==> src/hdl/lvwd_pkg.sv <==
`timescale 1ns / 1ps
package lvwd_pkg;

  localparam int DICT_ENTRIES = 512;
  localparam int BASE_CODES   = 256;
  localparam int STACK_DEPTH  = 257;

  // One classified code handed from the front end to the back end.
  typedef struct packed {
    logic [8:0] code;
    logic       bad;
    logic       resolve;
    logic [7:0] res_idx;
    logic       add;
    logic [7:0] new_idx;
  } code_item_t;

  // Queue status seen by the front end and the back end.
  typedef struct packed {
    logic full;
    logic valid;
  } q_status_t;

  typedef enum logic [7:0] {
    ST_IDLE    = 8'b0000_0001,
    ST_LOOKUP  = 8'b0000_0010,
    ST_RESOLVE = 8'b0000_0100,
    ST_WSTART  = 8'b0000_1000,
    ST_WALK    = 8'b0001_0000,
    ST_EREAD   = 8'b0010_0000,
    ST_ECAP    = 8'b0100_0000,
    ST_EOUT    = 8'b1000_0000
  } back_state_t;

endpackage

==> src/hdl/lvwd_front.sv <==
`timescale 1ns / 1ps
module lvwd_front (
  input  logic                   clk,
  input  logic                   rst_n,
  input  logic                   in_valid,
  output logic                   in_ready,
  input  logic [7:0]             in_byte,
  input  logic                   in_new,
  input  lvwd_pkg::q_status_t    q_stat,
  output logic                   push,
  output lvwd_pkg::code_item_t   push_item
);

  logic [9:0]  cnt_r, cnt_nxt, cnt_b;
  logic [3:0]  width_r, width_nxt, width_b;
  logic [15:0] buf_r, buf_nxt, buf_b;
  logic [4:0]  bc_r, bc_nxt, bc_b;
  logic        unres_r, unres_nxt, unres_b;

  logic [15:0] cat, shifted, wmask, rmask;
  logic [4:0]  bc_cat, bc2;
  logic [8:0]  code;
  logic        have_code, bad, add, accept;

  assign in_ready = !q_stat.full;
  assign accept   = in_valid && !q_stat.full;

  always_comb begin
    // A new stream restarts from the reset state before this byte.
    cnt_b   = in_new ? 10'(lvwd_pkg::BASE_CODES) : cnt_r;
    width_b = in_new ? 4'd8 : width_r;
    buf_b   = in_new ? 16'd0 : buf_r;
    bc_b    = in_new ? 5'd0 : bc_r;
    unres_b = in_new ? 1'b0 : unres_r;

    cat       = {buf_b[7:0], in_byte};
    bc_cat    = bc_b + 5'd8;
    have_code = bc_cat >= {1'b0, width_b};
    bc2       = bc_cat - {1'b0, width_b};
    shifted   = cat >> bc2;
    wmask     = (16'(1) << width_b) - 16'd1;
    rmask     = (16'(1) << bc2) - 16'd1;
    code      = 9'(shifted & wmask);
    bad       = {1'b0, code} >= cnt_b;
    add       = cnt_b < 10'(lvwd_pkg::DICT_ENTRIES);

    push_item.code    = code;
    push_item.bad     = bad;
    push_item.resolve = unres_b;
    push_item.res_idx = 8'(cnt_b - 10'd1);
    push_item.add     = add;
    push_item.new_idx = cnt_b[7:0];
    push              = accept && have_code;

    cnt_nxt   = cnt_b;
    width_nxt = width_b;
    unres_nxt = unres_b;
    buf_nxt   = have_code ? (cat & rmask) : cat;
    bc_nxt    = have_code ? bc2 : bc_cat;
    if (have_code && !bad) begin
      unres_nxt = add;
      if (add) begin
        cnt_nxt = cnt_b + 10'd1;
        if (({1'b0, cnt_b} + 11'd1) > (11'(1) << width_b)) begin
          width_nxt = width_b + 4'd1;
        end
      end
    end
  end

  always_ff @(posedge clk) begin
    if (!rst_n) begin
      cnt_r   <= 10'(lvwd_pkg::BASE_CODES);
      width_r <= 4'd8;
      buf_r   <= 16'd0;
      bc_r    <= 5'd0;
      unres_r <= 1'b0;
    end else if (accept) begin
      cnt_r   <= cnt_nxt;
      width_r <= width_nxt;
      buf_r   <= buf_nxt;
      bc_r    <= bc_nxt;
      unres_r <= unres_nxt;
    end
  end

endmodule

==> config.mk <==
export PLATFORM = sky130hd
export DESIGN_NAME = lvwd_front
export DESIGN_NICKNAME = d
export VERILOG_FILES = /design/src/hdl/lvwd_pkg.sv /design/src/hdl/lvwd_front.sv
export SDC_FILE = /design/constraint.sdc
export NUM_CORES = 1
export LEC_CHECK = 0
export BUFFER_PORTS_ARGS = -buffer_cell sky130_fd_sc_hd__buf_4
export CORE_MARGIN = 3
export CORE_UTILIZATION = 43
export CTS_CLUSTER_DIAMETER = 120
export DETAILED_ROUTE_END_ITERATION = 10
export GPL_TIMING_DRIVEN = 1
export SLEW_MARGIN = 20
export SYNTH_ARGS = -nofsm -noshare
export SYNTH_HDL_FRONTEND = slang
export SYNTH_SLANG_ARGS = --single-unit
==> constraint.sdc <==
create_clock -name clk -period 14.4 [get_ports clk]
set_input_delay 0.72 -clock clk [delete_from_list [all_inputs] [get_ports clk]]
set_output_delay 0.72 -clock clk [all_outputs]
set_load 0.02 [all_outputs]
-- Word level (Yosys, flattened, before mapping)
Index checks and enable logic that the tools add are counted.
- input bits: 14
- ROM bits: 0
- logic and storage cells: 41
- memories: 0
- bits in latches: 0
- register bits: 28
- RAM bits: 0
- reduce and logical (&&, ||, !) cells: 5
- $mul: 0
- divide/modulo/power cells: 0
- multiplexer cells: 13
- equality and inequality tests: 0
- magnitude comparators: 4
- bitwise logic cells: 2
- add/subtract/negate cells: 8
- shift-type cells: 4
- operators by type and width (operator ; count):
    $mux 10 ; 3
    $mux 4 ; 4
    $mux 8 ; 2
    $shr 16x5->9 ; 1
    $sub 8x1->8 const B ; 2
    $add 10x1->11 const B ; 1
    $gt 11x11->1 ; 1
    $shl 1x4->11 const A ; 1
    $add 10x1->10 const B ; 1
    $ge 9x10->1 ; 1
    $lt 10x10->1 const B ; 1
    $mux 5 ; 2
    $and 9x9->9 ; 1
    $shl 1x4->9 const A ; 1
    $sub 9x1->9 const B ; 1
    $and 8x8->8 ; 1
    $shl 1x5->8 const A ; 1
    $add 5x4->5 const B ; 1
    $ge 5x4->1 ; 1
    $sub 5x4->5 ; 1
    $add 4x1->4 const B ; 1
    $logic_and 1x1->1 ; 3
    $logic_not 1->1 ; 2
    $mux 1 ; 2

-- Logic depth before layout (Yosys ltp)
- depth in word-level cells: 9
- depth in mapped cells: 23

-- Worst setup path after synthesis
OpenSTA, ideal clock, no wires.
- path type: input to output
- start point: in in_new
- end point: out push_item[18] (netlist bit)
- path slack: 8.285 ns
- arrival time: 5.395 ns
- stages: 18
- cell sequence: buf_1 -> clkbuf_1 -> buf_1 -> nor2b_1 -> inv_1 -> fa_1 -> clkbuf_1 -> inv_1 -> clkbuf_1 -> mux4_2 -> a311oi_1 -> a2111oi_0 -> ha_1 -> o2111ai_1 -> a31o_2 -> and2_1 -> nor2_1 -> buf_4
- RTL lines (element ; line ; RTL):
    start, declared ; lvwd_front.sv:8 ; input logic in_new,
    end, declared ; lvwd_front.sv:11 ; output lvwd_pkg::code_item_t push_item

==> results.sh <==
export IMPL_min_delay_start="buf_r[7]"
export IMPL_vias=3627
export IMPL_io_pins=44
export IMPL_synth_flop_cell="dfxtp_1"
export IMPL_num_antenna_cells=0
export IMPL_ys_async_sr_fraction_pct=0
export IMPL_reg2reg_depth=16
export IMPL_grt_pass1_wl_mm=17.2
export IMPL_grt_setup_unrepaired="no"
export IMPL_pwr_share_clk_pct=19.7
export IMPL_fp_dieH_um=96.0
export IMPL_power_uw=334
export IMPL_coreArea_um2=7810
export IMPL_yosys_area_top_type="dfxtp_1"
export IMPL_worst_pin_slew_ns=0.914
export IMPL_synth_area_leaders="dfxtp_1 16%, ha_1 11%, nand2_1 5.9%"
export IMPL_min_path_type="reg -> reg"
export IMPL_yosys_warnings=0
export IMPL_clock_path_buffers=2
export IMPL_post_drt_wl_per_cell_um=18.2
export IMPL_io_buffers=42
export IMPL_slew_headroom_pct=38.9
export IMPL_gp_congestion=0.894
export IMPL_final_util_pct=49.6
export IMPL_ctsHoldBuffers=0
export IMPL_die_x_um=96.0
export IMPL_post_route_min_period_ns=6.58
export IMPL_tns_ns=0
export IMPL_path_max_fanout=31
export IMPL_syn_area_per_cell_um2=7.48
export IMPL_reg2reg_from="width_r[2]"
export IMPL_totalWireLength_mm=10.6
export IMPL_antenna_found_initial=0
export IMPL_drt_first_pass_iters=5
export IMPL_cp_start_kind="primary input"
export IMPL_r2r_end="width_r[3]"
export IMPL_hold_viol_final=0
export IMPL_outcome="finished, final reports clean"
export IMPL_maxSlewViolCount=0
export IMPL_max_cap_violations=0
export IMPL_ys_seq_area_share_pct=16.1
export IMPL_p_int_uw=192
export IMPL_grt_overflow=0
export IMPL_fmax_mhz=152
export IMPL_cts_setup_buffers=0
export IMPL_first_iter_violations=231
export IMPL_synth_edff_count=0
export IMPL_grt_max_degree=32
export IMPL_hold_end="buf_r[7]"
export IMPL_num_fill_cells=793
export IMPL_cts_tree="built"
export IMPL_holdPathStages=2
export IMPL_switching_power_uw=142
export IMPL_synth_top_cell_area_share_pct=16.1
export IMPL_p_leak_nw=1.58
export IMPL_cts_made_buffers=3
export IMPL_viasPerCell=6.21
export IMPL_power_density_nw_per_um2=86.2
export IMPL_cts_max_level=1
export IMPL_grt_pass1_vias=3291
export IMPL_required_ns=13.68
export IMPL_hpwlAfterDp_mm=8.13
export IMPL_insertion_delay_ns=0.29
export IMPL_syn_inst=466
export IMPL_syn_cell_area_um2=3480
export IMPL_grt_usage_pct=23.6
export IMPL_ir_worst_vdd_v=0.0000633
export IMPL_fin_crit_sh_pct=45.7
export IMPL_seqPwrFrac_pct=26.1
export IMPL_area_delta_synth_final_pct=11.1
export IMPL_rrSetupSlack_ns=9.01
export IMPL_drive_gt1_share_pct=15.1
export IMPL_start_util_pct=44.6
export IMPL_cts_sinks=28
export IMPL_pwr_share_comb_pct=54.2
export IMPL_clockRootBuffer="clkbuf_8"
export IMPL_switching_share_pct=42.5
export IMPL_fin_nets=528
export IMPL_drcViolationCount=0
export IMPL_synth_most_common_cell="nand2_1"
export IMPL_skew_ns=0.00223
export IMPL_rows=32
export IMPL_setup_violations=0
export IMPL_worstSetupEndpointType="primary output"
export IMPL_ys_ff_latch=28
export IMPL_crit_type="in -> out"
export IMPL_cts_resized=0
export IMPL_yosys_top_cells_count="55 x nand2_1, 38 x nor2_1, 30 x ha_1, 30 x nand3_1, 28 x dfxtp_1"
export IMPL_ant_nets=0
export IMPL_crit_arrival_ns=5.86
export IMPL_clk_pin_slew_ns=0.11
export IMPL_synth_nets=511
export IMPL_synth_cell_types=63
export IMPL_dieArea_um2=9220
how the worst max path moves through the flow:
stage / from / end / depth (start not counted)
6_report: in_new / push_item[18] / 18
5_1_grt: in_new / push_item[18] / 18
4_1_cts: in_new / push_item[18] / 18
3_5_place_dp: in_new / push_item[18] / 18
3_3_place_gp: in_new / push_item[18] / 18
2_1_floorplan: in_new / push_item[18] / 18
power by group through the flow:
stage / clock, mW / combinational, mW / sequential [mW]
finish: 0.0658 / 0.181 / 0.0873
global route: 0.0707 / 0.201 / 0.0878
CTS: 0.0688 / 0.179 / 0.0870
detailed placement: 0 / 0.179 / 0.0888
global placement: 0 / 0.176 / 0.0886
floorplan: 0 / 0.128 / 0.0868
final cells by class:
class / instances / area [um^2] / area share (%)
multi-input combinational: 384 / 2700 / 69.7
sequential: 28 / 561 / 14.5
timing repair buffer: 44 / 330 / 8.53
tap: 102 / 128 / 3.30
inverter: 22 / 82.6 / 2.13
clock buffer: 3 / 41.3 / 1.07
clock inverter: 1 / 30.0 / 0.775
state kept, by name (all words and copies together), names as in the netlist:
register,cells
cnt_r,10
buf_r,8
bc_r,5
unres_r,1
width_r,4
logic make-up after synthesis:
logic type	share of synthesized area, %
fa+ha+maj	11.3
simple gates	26.4
compound gates	22.2
buf+inv	6.50
flops	16.1
xor+xnor	8.47
mux	9.05
through the flow:
step           setup slack [ns]  std cells  cell area [um^2]  hold WS (ns)
2_1_floorplan              8.29        466              3480         0.452
3_3_place_gp               7.99        580              3800         0.501
3_5_place_dp               7.85        580              3800         0.508
4_1_cts                    7.85        584              3870         0.525
5_1_grt                    7.47        584              3870         0.563
6_report                   7.82        584              3870         0.530
cell usage in the layout (no fill, tap or decap), types with 3 or more instances in the layout:
master / synthesis / final
mux4_2: 8 / 8
nand2_1: 55 / 55
nor2b_1: 11 / 10
a22oi_1: 3 / 3
dfxtp_1: 28 / 28
a31o_2: 3 / 3
and3_1: 6 / 6
o21ai_0: 17 / 17
and2_1: 6 / 6
xor2_1: 11 / 11
inv_1: 22 / 22
a21oi_1: 27 / 27
buf_4: 5 / 44
nand3_1: 30 / 30
o211ai_1: 4 / 4
a211oi_1: 6 / 6
o21a_1: 3 / 3
nor3_1: 14 / 14
a311oi_1: 3 / 3
nor2_1: 38 / 38
o2111ai_1: 7 / 7
xnor2_1: 19 / 19
a31oi_1: 9 / 9
ha_1: 30 / 30
and4_1: 4 / 4
mux2_2: 4 / 4
o311ai_0: 4 / 4
clkbuf_8: 0 / 3
mux2i_1: 9 / 9
nand2b_1: 3 / 3
nand4_1: 9 / 9
worst max-delay path: stages:
cell and delay (ns):
buf_4 0.31, inv_1 0.44, nand2_1 0.32, inv_1 0.13
fa_1 0.97, inv_1 0.42, mux4_2 0.53, nand2_1 0.11
nor2_1 0.06, a31oi_1 0.22, a21oi_1 0.13, ha_1 0.23
or3b_2 0.45, o2111ai_1 0.11, a31o_2 0.22, and2_1 0.23
nor2_1 0.07, buf_4 0.17
per-layer routing:
metal | wire, um | global-route usage [%] | vias up
li1 | - | - | 1742
met1 | 5280 | 35.9 | 1773
met2 | 4750 | 36.7 | 105
met3 | 505 | 1.64 | 7
met4 | 73 | 4.03 | 0
met5 | 0 | 0 | -
(Power assumes the default switching activity.)
