--- src/hdl/lvwd_pkg.sv ---
`timescale 1ns / 1ps
package lvwd_pkg;

  localparam int DICT_ENTRIES = 512;
  localparam int BASE_CODES   = 256;
  localparam int STACK_DEPTH  = 257;

  // One classified code handed from the front end to the back end.
  typedef struct packed {
    logic [8:0] code;
    logic       bad;
    logic       resolve;
    logic [7:0] res_idx;
    logic       add;
    logic [7:0] new_idx;
  } code_item_t;

  // Queue status seen by the front end and the back end.
  typedef struct packed {
    logic full;
    logic valid;
  } q_status_t;

  typedef enum logic [7:0] {
    ST_IDLE    = 8'b0000_0001,
    ST_LOOKUP  = 8'b0000_0010,
    ST_RESOLVE = 8'b0000_0100,
    ST_WSTART  = 8'b0000_1000,
    ST_WALK    = 8'b0001_0000,
    ST_EREAD   = 8'b0010_0000,
    ST_ECAP    = 8'b0100_0000,
    ST_EOUT    = 8'b1000_0000
  } back_state_t;

endpackage

--- src/hdl/lvwd_queue.sv ---
`timescale 1ns / 1ps
module lvwd_queue (
  input  logic                 clk,
  input  logic                 rst_n,
  input  logic                 push,
  input  lvwd_pkg::code_item_t push_item,
  input  logic                 pop,
  output lvwd_pkg::q_status_t  q_stat,
  output lvwd_pkg::code_item_t head
);

  lvwd_pkg::code_item_t slot_r [2];
  logic       wptr_r, wptr_nxt, rptr_r, rptr_nxt;
  logic [1:0] fill_r, fill_nxt;

  assign q_stat.full  = fill_r == 2'd2;
  assign q_stat.valid = fill_r != 2'd0;
  assign head         = slot_r[rptr_r];

  always_comb begin
    wptr_nxt = push ? !wptr_r : wptr_r;
    rptr_nxt = pop ? !rptr_r : rptr_r;
    fill_nxt = fill_r + 2'(push) - 2'(pop);
  end

  always_ff @(posedge clk) begin
    if (push) begin
      slot_r[wptr_r] <= push_item;
    end
  end

  always_ff @(posedge clk) begin
    if (!rst_n) begin
      wptr_r <= 1'b0;
      rptr_r <= 1'b0;
      fill_r <= 2'd0;
    end else begin
      wptr_r <= wptr_nxt;
      rptr_r <= rptr_nxt;
      fill_r <= fill_nxt;
    end
  end

endmodule

--- config.mk ---
export PLATFORM = sky130hd
export DESIGN_NAME = lvwd_queue
export DESIGN_NICKNAME = d
export VERILOG_FILES = /design/src/hdl/lvwd_pkg.sv /design/src/hdl/lvwd_queue.sv
export SDC_FILE = /design/constraint.sdc
export NUM_CORES = 1
export LEC_CHECK = 0
export BUFFER_PORTS_ARGS = -buffer_cell sky130_fd_sc_hd__buf_2
export CORE_MARGIN = 2
export CORE_UTILIZATION = 45
export CTS_CLUSTER_DIAMETER = 50
export DETAILED_ROUTE_END_ITERATION = 12
export GPL_TIMING_DRIVEN = 1
export PLACE_DENSITY = 0.7
export REMOVE_ABC_BUFFERS = 1
export SKIP_CTS_REPAIR_TIMING = 1
export SYNTH_ARGS = -nofsm -noshare
export SYNTH_HDL_FRONTEND = slang
export SYNTH_SLANG_ARGS = --single-unit
--- constraint.sdc ---
create_clock -name clk -period 5.1 [get_ports clk]
set_clock_uncertainty 0.2 [all_clocks]
set_input_delay 1.02 -clock clk [delete_from_list [all_inputs] [get_ports clk]]
set_output_delay 1.02 -clock clk [all_outputs]
set_load 0.05 [all_outputs]
## Word-level counts from Yosys, hierarchy flattened

Memories as Yosys holds them, arrays and structs flattened. A register that Yosys moved wholly into a read port is not among the register bits.
Cells that the tools add are included.

| storage, ports and cells | value |
|---|---|
| flip-flop bits (word level) | 4 |
| input port bits | 32 |
| memories kept | 1 |
| RAM bits | 56 |
| output and inout port bits | 30 |
| logic and storage cells | 14 |

Memories:

| memory | depth | bits a word | read ports | clocked after Yosys merged registers in | wr ports | line | RTL |
|---|---|---|---|---|---|---|---|
| slot_r | 2 | 28 | 1 | 1 | 1 | lvwd_queue.sv:12 | `lvwd_pkg::code_item_t slot_r [2];` |

| cells by class | value |
|---|---|
| eq/ne operators | 1 |
| reductions and logical operators | 3 |
| multiplexer cells | 4 |
| $add $sub $neg | 2 |

Operators by type and width:

| cell | count |
|---|---|
| $mux W1 | 4 |
| $add A2 B1 Y2 | 1 |
| $eq A2 B2 Y1 const B | 1 |
| $logic_not A1 Y1 | 2 |
| $reduce_bool A2 Y1 | 1 |
| $sub A2 B1 Y2 | 1 |

## Longest topological paths before layout

Gate-level depths: netlist of the first run.

| logic depth | value |
|---|---|
| depth in word-level cells | 3 |
| gate-level depth with buffers | 6 |

## Least setup slack after synthesis of the first run

OpenSTA, ideal clock, no wires.

| timing | value |
|---|---|
| path type | input to register |
| start | in push |
| end | mem slot_r[0][0] (netlist bit) (enable) |
| cell stages on the path | 1 |
| data required time | 4.482 ns |
| buffers on the path | 0 |
| setup slack | 2.155 ns |
| data arrival time | 2.328 ns |
| cells stage by stage | nor2b_1 |

| on the way | value |
|---|---|
| longest elaborated chain between the ends | 2 |

RTL lines:

| item | line | RTL |
|---|---|---|
| start, declared | lvwd_queue.sv:5 | `input logic push,` |
| $mux W1 | lvwd_queue.sv:27 | `if (push) begin` |
| $mux W1 (not written as such) | lvwd_queue.sv:28 | `slot_r[wptr_r] <= push_item;` |
| end, declared | lvwd_queue.sv:12 |  |

No other way between the ends.

==> flow_summary.toml, run 1 <==
[floorplan]
start_util_pct = 46.3
die-area_um2 = 5820
fp.dieW_um = 76.3
dieHeight_um = 76.3
coreArea_um2 = 5070
num_io_pins = 62
num_rows = 26

[critical_path]
cp_max_fo = 28
slowest_delay_ps = 900
path_cells = "mux2_2 > buf_2"
worstPathRequired_ps = 3880
slowest_stage = "dfxtp_2"
worstPathArrival_ps = 1860
path_class = "flip-flop to output pin"
critPathLaunchType = "flip-flop"
end_kind = "output pin"

[cells_and_area]
fin_area_um2 = 2890
area.growth.synth_to_final_pct = 23.1
num_antenna_cells = 0
final_nets = 213
drive_gt1_share_pct = 58.2

[power]
power.leakage_nw = 1.16
peakVddDrop_uv = 197
power_density_nw_per_um2 = 414

[global_route]
grt_pass1_vias = 1215
antenna_found_initial = 0
grt_pass1_wl_um = 5690
gr-total-overflow = 0
grt_max_degree = 29
grt_use_total_pct = 13.4

[synthesis]
syn_area_per_cell_um2 = 21.8
yosysSeqAreaShare_pct = 75.8
synth-seq-cells = 61
netlist_area_um2 = 2350
synth_top_area_cell = "edfxtp_1"
synthTopCellsByArea = "edfxtp_1 72%, mux2_4 13%, dfxtp_1 4.3%"
synth_cells = 108
ys_types = 14
netlist_top_cells_count = "56 x edfxtp_1, 20 x mux2_4, 8 x mux2_2, 5 x dfxtp_1"
synth_top_area_share_pct = 71.5
synth_edf_count = 56
yosysWarnings = 0
synth_most_common_cell = "edfxtp_1"
async_reset_ff_share_pct = 0
dominantRegCellSynth = "edfxtp_1"

[routing]
firstDrtPassIters = 4
wl_met1_um = 1430
post_drt_wl_per_cell_um = 14.2
via_count = 1167
dr.max_layer_used = "met4"
routed-wl-met2_um = 1840
routed_via_density = 4.59
wl_um = 3600
antenna_left = 0
drt-initial-drc-count = 59
wl_met3_um = 286
post-route-drc-count = 0

[placed_design]
pre_cts_ws_ps = 2350
port_buffers = 61
gp_congestion = 0.641
placed_cell_area_um2 = 2710

[clocking]
clk_latency_ps = 320
path_clk_slew_ps = 60
cts_tree = "built"
root_buffer = "clkbuf_8"
htree_levels = 3
numCtsBuffers = 9
clockBufferDepth = 2
cts_num_sinks = 61

[timing]
tightest_slew_ps = 871
min_period_over_period_pct = 60.4
hold_viol_final = 0
fin_setup_tns_ps = 0
finalSetupViolCount = 0
drv_slew = 0
rsz0062_at_grt = "false"
fmax_mhz = 325
fin_ws_ps = 2020
fin_crit_ps = 3080
relSlewSlack_pct = 41.9

[hold_path]
min-delay-path-class = "flip-flop to flip-flop"

[status]
status = "finished clean"

[job]
cap_viol_max_count = 0
layer usage:
metal	track usage (%)	up-vias
met5	0	-
met2	21.7	49
met1	14.3	560
met3	6.64	5
met4	7.09	0
li1	-	553
sequential cells by signal (all words and copies together), names as in the netlist, named ones only:
name / count
wptr_r: 1
slot_r: 56
rptr_r: 1
fill_r: 2
worst paths after layout:
path	from	to	slack [ps]	cells past startpoint
worst max-delay path	flip-flop	head[0]	2020	2
worst min-delay path	rptr_r	flip-flop	380	2
worst max register to register	wptr_r	slot_r[1][24]	3370	2
worst min register to register	rptr_r	flip-flop	380	2
cell usage in the layout (no fill, tap or decap), types with 2 or more instances in the layout:
cell	count
clkbuf_1	2
buf_4	2
dfxtp_1	4
nor2b_1	3
edfxtp_1	56
inv_1	2
buf_2	61
mux2_2	8
and2_1	4
clkinv_2	2
ha_1	2
clkbuf_8	9
mux2_4	20
worst max-delay path, delay by kind of cell (launching register included):
kind | cells | cell delay, ps
multiplexers | 1 | 410
flip-flops | 1 | 900
buffers and inverters | 1 | 210
stage by stage:
| step | std cells | utilization, % | total power, mW | hold WS, ps |
|---|---|---|---|---|
| CTS | 254 | 57.0 | 1.22 | 381 |
| finish | 254 | 57.0 | 1.20 | 380 |
| global placement | 238 | 53.4 | 0.815 | 358 |
| detailed placement | 238 | 53.4 | 0.823 | 362 |
| global route | 254 | 57.0 | 1.25 | 413 |
| floorplan | 105 | - | 0.771 | 355 |
where the power goes:
part	switching (mW)	total, mW	internal [mW]
Clock	0.168	0.390	0.222
Sequential	0.0199	0.598	0.578
Combinational	0.135	0.211	0.0753
Total	0.323	1.20	0.876
area by class of cell:
type	count	area, um^2
clock buffers	11	131
inverters	2	7.51
clock inverters	5	51.3
flip-flops and latches	61	1780
fillers	437	2180
multi-input cells	42	513
well taps	70	87.6
repair buffers	63	320
kinds of logic (layout without fill, tap and decap cells):
| logic type | after synthesis | after routing | synth area share [%] |
|---|---|---|---|
| xor+xnor | 2 | 2 | 1.33 |
| flops | 61 | 61 | 75.8 |
| mux | 28 | 28 | 16.6 |
| buf+inv | 5 | 81 | 2.50 |
| compound gates | 1 | 1 | 0.319 |
| fa+ha+maj | 2 | 2 | 1.06 |
| simple gates | 9 | 9 | 2.39 |
Power figures use the tool's default switching activity.
==> inputs of run 2 (changes only) <==
Settings changed: ABC_AREA set to 1.
Clock period 5.1 ns to 3 ns, I/O delays scaled along.
==> run 2 against run 1 <==
- register-to-register slack worse by 2100 ps
- count of clock-buffer cells in the layout down 2
- clock power up 70%
- worst setup slack worse by 1500 ps
- cell count up 5.1%
- utilization about the same
- global-route usage up 0.74 points
- wire length up 6.4%
- non-clock buffer count up 1
- hold slack worse by 130 ps
- largest power group unchanged
- first-iteration DRC count down 25%
- critical path depth up 1
==> flow_summary.toml, run 2 <==
[status]
status = "finished clean"

[critical_path]
reg2reg_depth = 2
worstPathArrival_ps = 1660
r2r_slack_ps = 1270
cp_max_fo = 28
rr_endpoint = "slot_r[0][24]"
slowest_stage = "buf_4"
path_class = "flip-flop to output pin"
path_buf_inv = 2
end_kind = "output pin"
crit_family = "buffers and inverters"
critPathLaunchType = "flip-flop"
path_cells = "buf_4 > mux2_2 > buf_2"
worstPathRequired_ps = 2200
slowest_delay_ps = 400
r2r-start = "wptr_r"

[synthesis]
synth-seq-cells = 61
yosysSeqAreaShare_pct = 75.9
synth_edf_count = 56
yosysWarnings = 0
synth_top_area_share_pct = 71.6
synth_cells = 120
netlist_top_cells_count = "56 x edfxtp_1, 20 x mux2_4, 9 x nand2_1, 8 x mux2_2, 8 x nor2_1"
synth_most_common_cell = "edfxtp_1"
netlist_area_um2 = 2350
synth_top_area_cell = "edfxtp_1"
ys_types = 12
async_reset_ff_share_pct = 0
dominantRegCellSynth = "edfxtp_1"
syn_area_per_cell_um2 = 19.6
synthTopCellsByArea = "edfxtp_1 72%, mux2_4 13%, dfxtp_1 4.3%"

[global_route]
antenna_found_initial = 0
grt_pass1_wl_um = 6020
grt_pass1_vias = 1246
gr-total-overflow = 0
grt_use_total_pct = 14.1
grt_max_degree = 29

[timing]
drv_slew = 0
fin_setup_tns_ps = 0
relSlewSlack_pct = 60.1
rsz0062_at_grt = "false"
fin_ws_ps = 544
fin_crit_ps = 2460
finalSetupViolCount = 0
tightest_slew_ps = 598
fmax_mhz = 407
hold_viol_final = 0
whs_ps = 249
min_period_over_period_pct = 81.9

[routing]
routed_via_density = 4.47
drt-initial-drc-count = 44
post_drt_wl_per_cell_um = 14.3
firstDrtPassIters = 4
wl_um = 3830
post-route-drc-count = 0
via_count = 1193
antenna_left = 0

[floorplan]
die-area_um2 = 5810
start_util_pct = 46.3
fp.dieW_um = 76.2
dieHeight_um = 76.2
coreArea_um2 = 5070
num_rows = 26
num_io_pins = 62

[clocking]
numCtsBuffers = 9
path_clk_slew_ps = 60
cts_num_sinks = 61
clk_latency_ps = 330
htree_levels = 3
cts_tree = "built"
root_buffer = "clkbuf_8"
clockBufferDepth = 2

[power]
peakVddDrop_uv = 302
clockPowerShare_pct = 33.4
power_density_nw_per_um2 = 685
finalPower_mw = 1.98
p_int_mw = 1.45
power.leakage_nw = 1.20
p_sw_share_pct = 26.8
comb_power_share_pct = 16.4
pwr-share-seq_pct = 50.1
p_switching_mw = 0.531

[cells_and_area]
multi_input_area_um2 = 492
final_cell_mix = "61 x buf_2, 56 x edfxtp_1, 20 x mux2_4"
layout.cells.most_common = "buf_2"
area.growth.synth_to_final_pct = 23.3
regMostFlops = "slot_r"
drive_gt1_share_pct = 54.3
final_nets = 226
largest_reg_flops = 56
final_util_pct = 57.1
regArea_um2 = 1780
nFillCells = 427
largest_registers = "slot_r x56, fill_r x2"
num_antenna_cells = 0
instances_no_fill = 267
fin_area_um2 = 2900

[hold_path]
min_from = "push_item[26]"
holdPathEnd = "slot_r[1][26]"
hold_depth = 1
min-delay-path-class = "input port to flip-flop"

[job]
cap_viol_max_count = 0

[placed_design]
gp_congestion = 0.697
placed_cells = 251
pre_cts_ws_ps = 817
dp_hpwl_um = 2590
placed_cell_area_um2 = 2720
port_buffers = 61
==> run 2: cell types whose count changed after synthesis, sizes merged, moves of 4 or more <==
| cell | previous run | this run |
|---|---|---|
| nor2 | 0 | 8 |
| and2 | 4 | 0 |
| nand2 | 0 | 9 |
| nor2b | 4 | 0 |
| inv | 2 | 7 |
==> run 2: worst register-to-register path: stages (launching register included) <==
cell and delay, ps:
dfxtp_1 330, nor2_2 490, buf_4 380
==> run 2: layer usage <==
metal  track usage, %  wire [um]  vias up
li1                 -          -      587
met1             14.9       1560      550
met2             22.5       1860       48
met3             7.82        320        8
met4             7.64         84        0
met5                0          0        -
==> run 2: cell families (layout without fill, tap and decap cells) <==
kind of cell,after synthesis,count (layout),synth area share [%]
and+or+nand+nor,18,18,2.93
DFF,61,61,75.9
adders and majority gates,2,2,1.07
muxes,28,28,16.6
AOI/OAI and AO/OA,1,1,0.213
buffers and inverters,10,87,3.30
==> run 2: worst max-delay path by stage <==
stage	slack (ps)	to	cells past startpoint
after global routing	460	head[2]	3
after floorplan	520	head[0]	1
after CTS	500	head[2]	3
after global placement	890	slot_r[0][24]	4
after detailed placement	820	slot_r[0][24]	4
final	540	head[2]	3
==> run 2: final cells by class <==
class                           instances  area share [%]
Clock inverter                          7            1.94
Multi-Input combinational cell         49            17.0
Timing Repair Buffer                   64            11.3
Sequential cell                        61            61.6
Tap cell                               70            3.02
Inverter                                7           0.907
Clock buffer                            9            4.28
==> run 2: power groups by stage <==
| stage | combinational (mW) | clock, mW | sequential [mW] |
|---|---|---|---|
| 2_1_floorplan | 0.239 | 0 | 1.02 |
| 3_3_place_gp | 0.319 | 0 | 1.01 |
| 3_5_place_dp | 0.329 | 0 | 1.01 |
| 4_1_cts | 0.330 | 0.684 | 0.995 |
| 5_1_grt | 0.346 | 0.724 | 0.998 |
| 6_report | 0.326 | 0.663 | 0.995 |
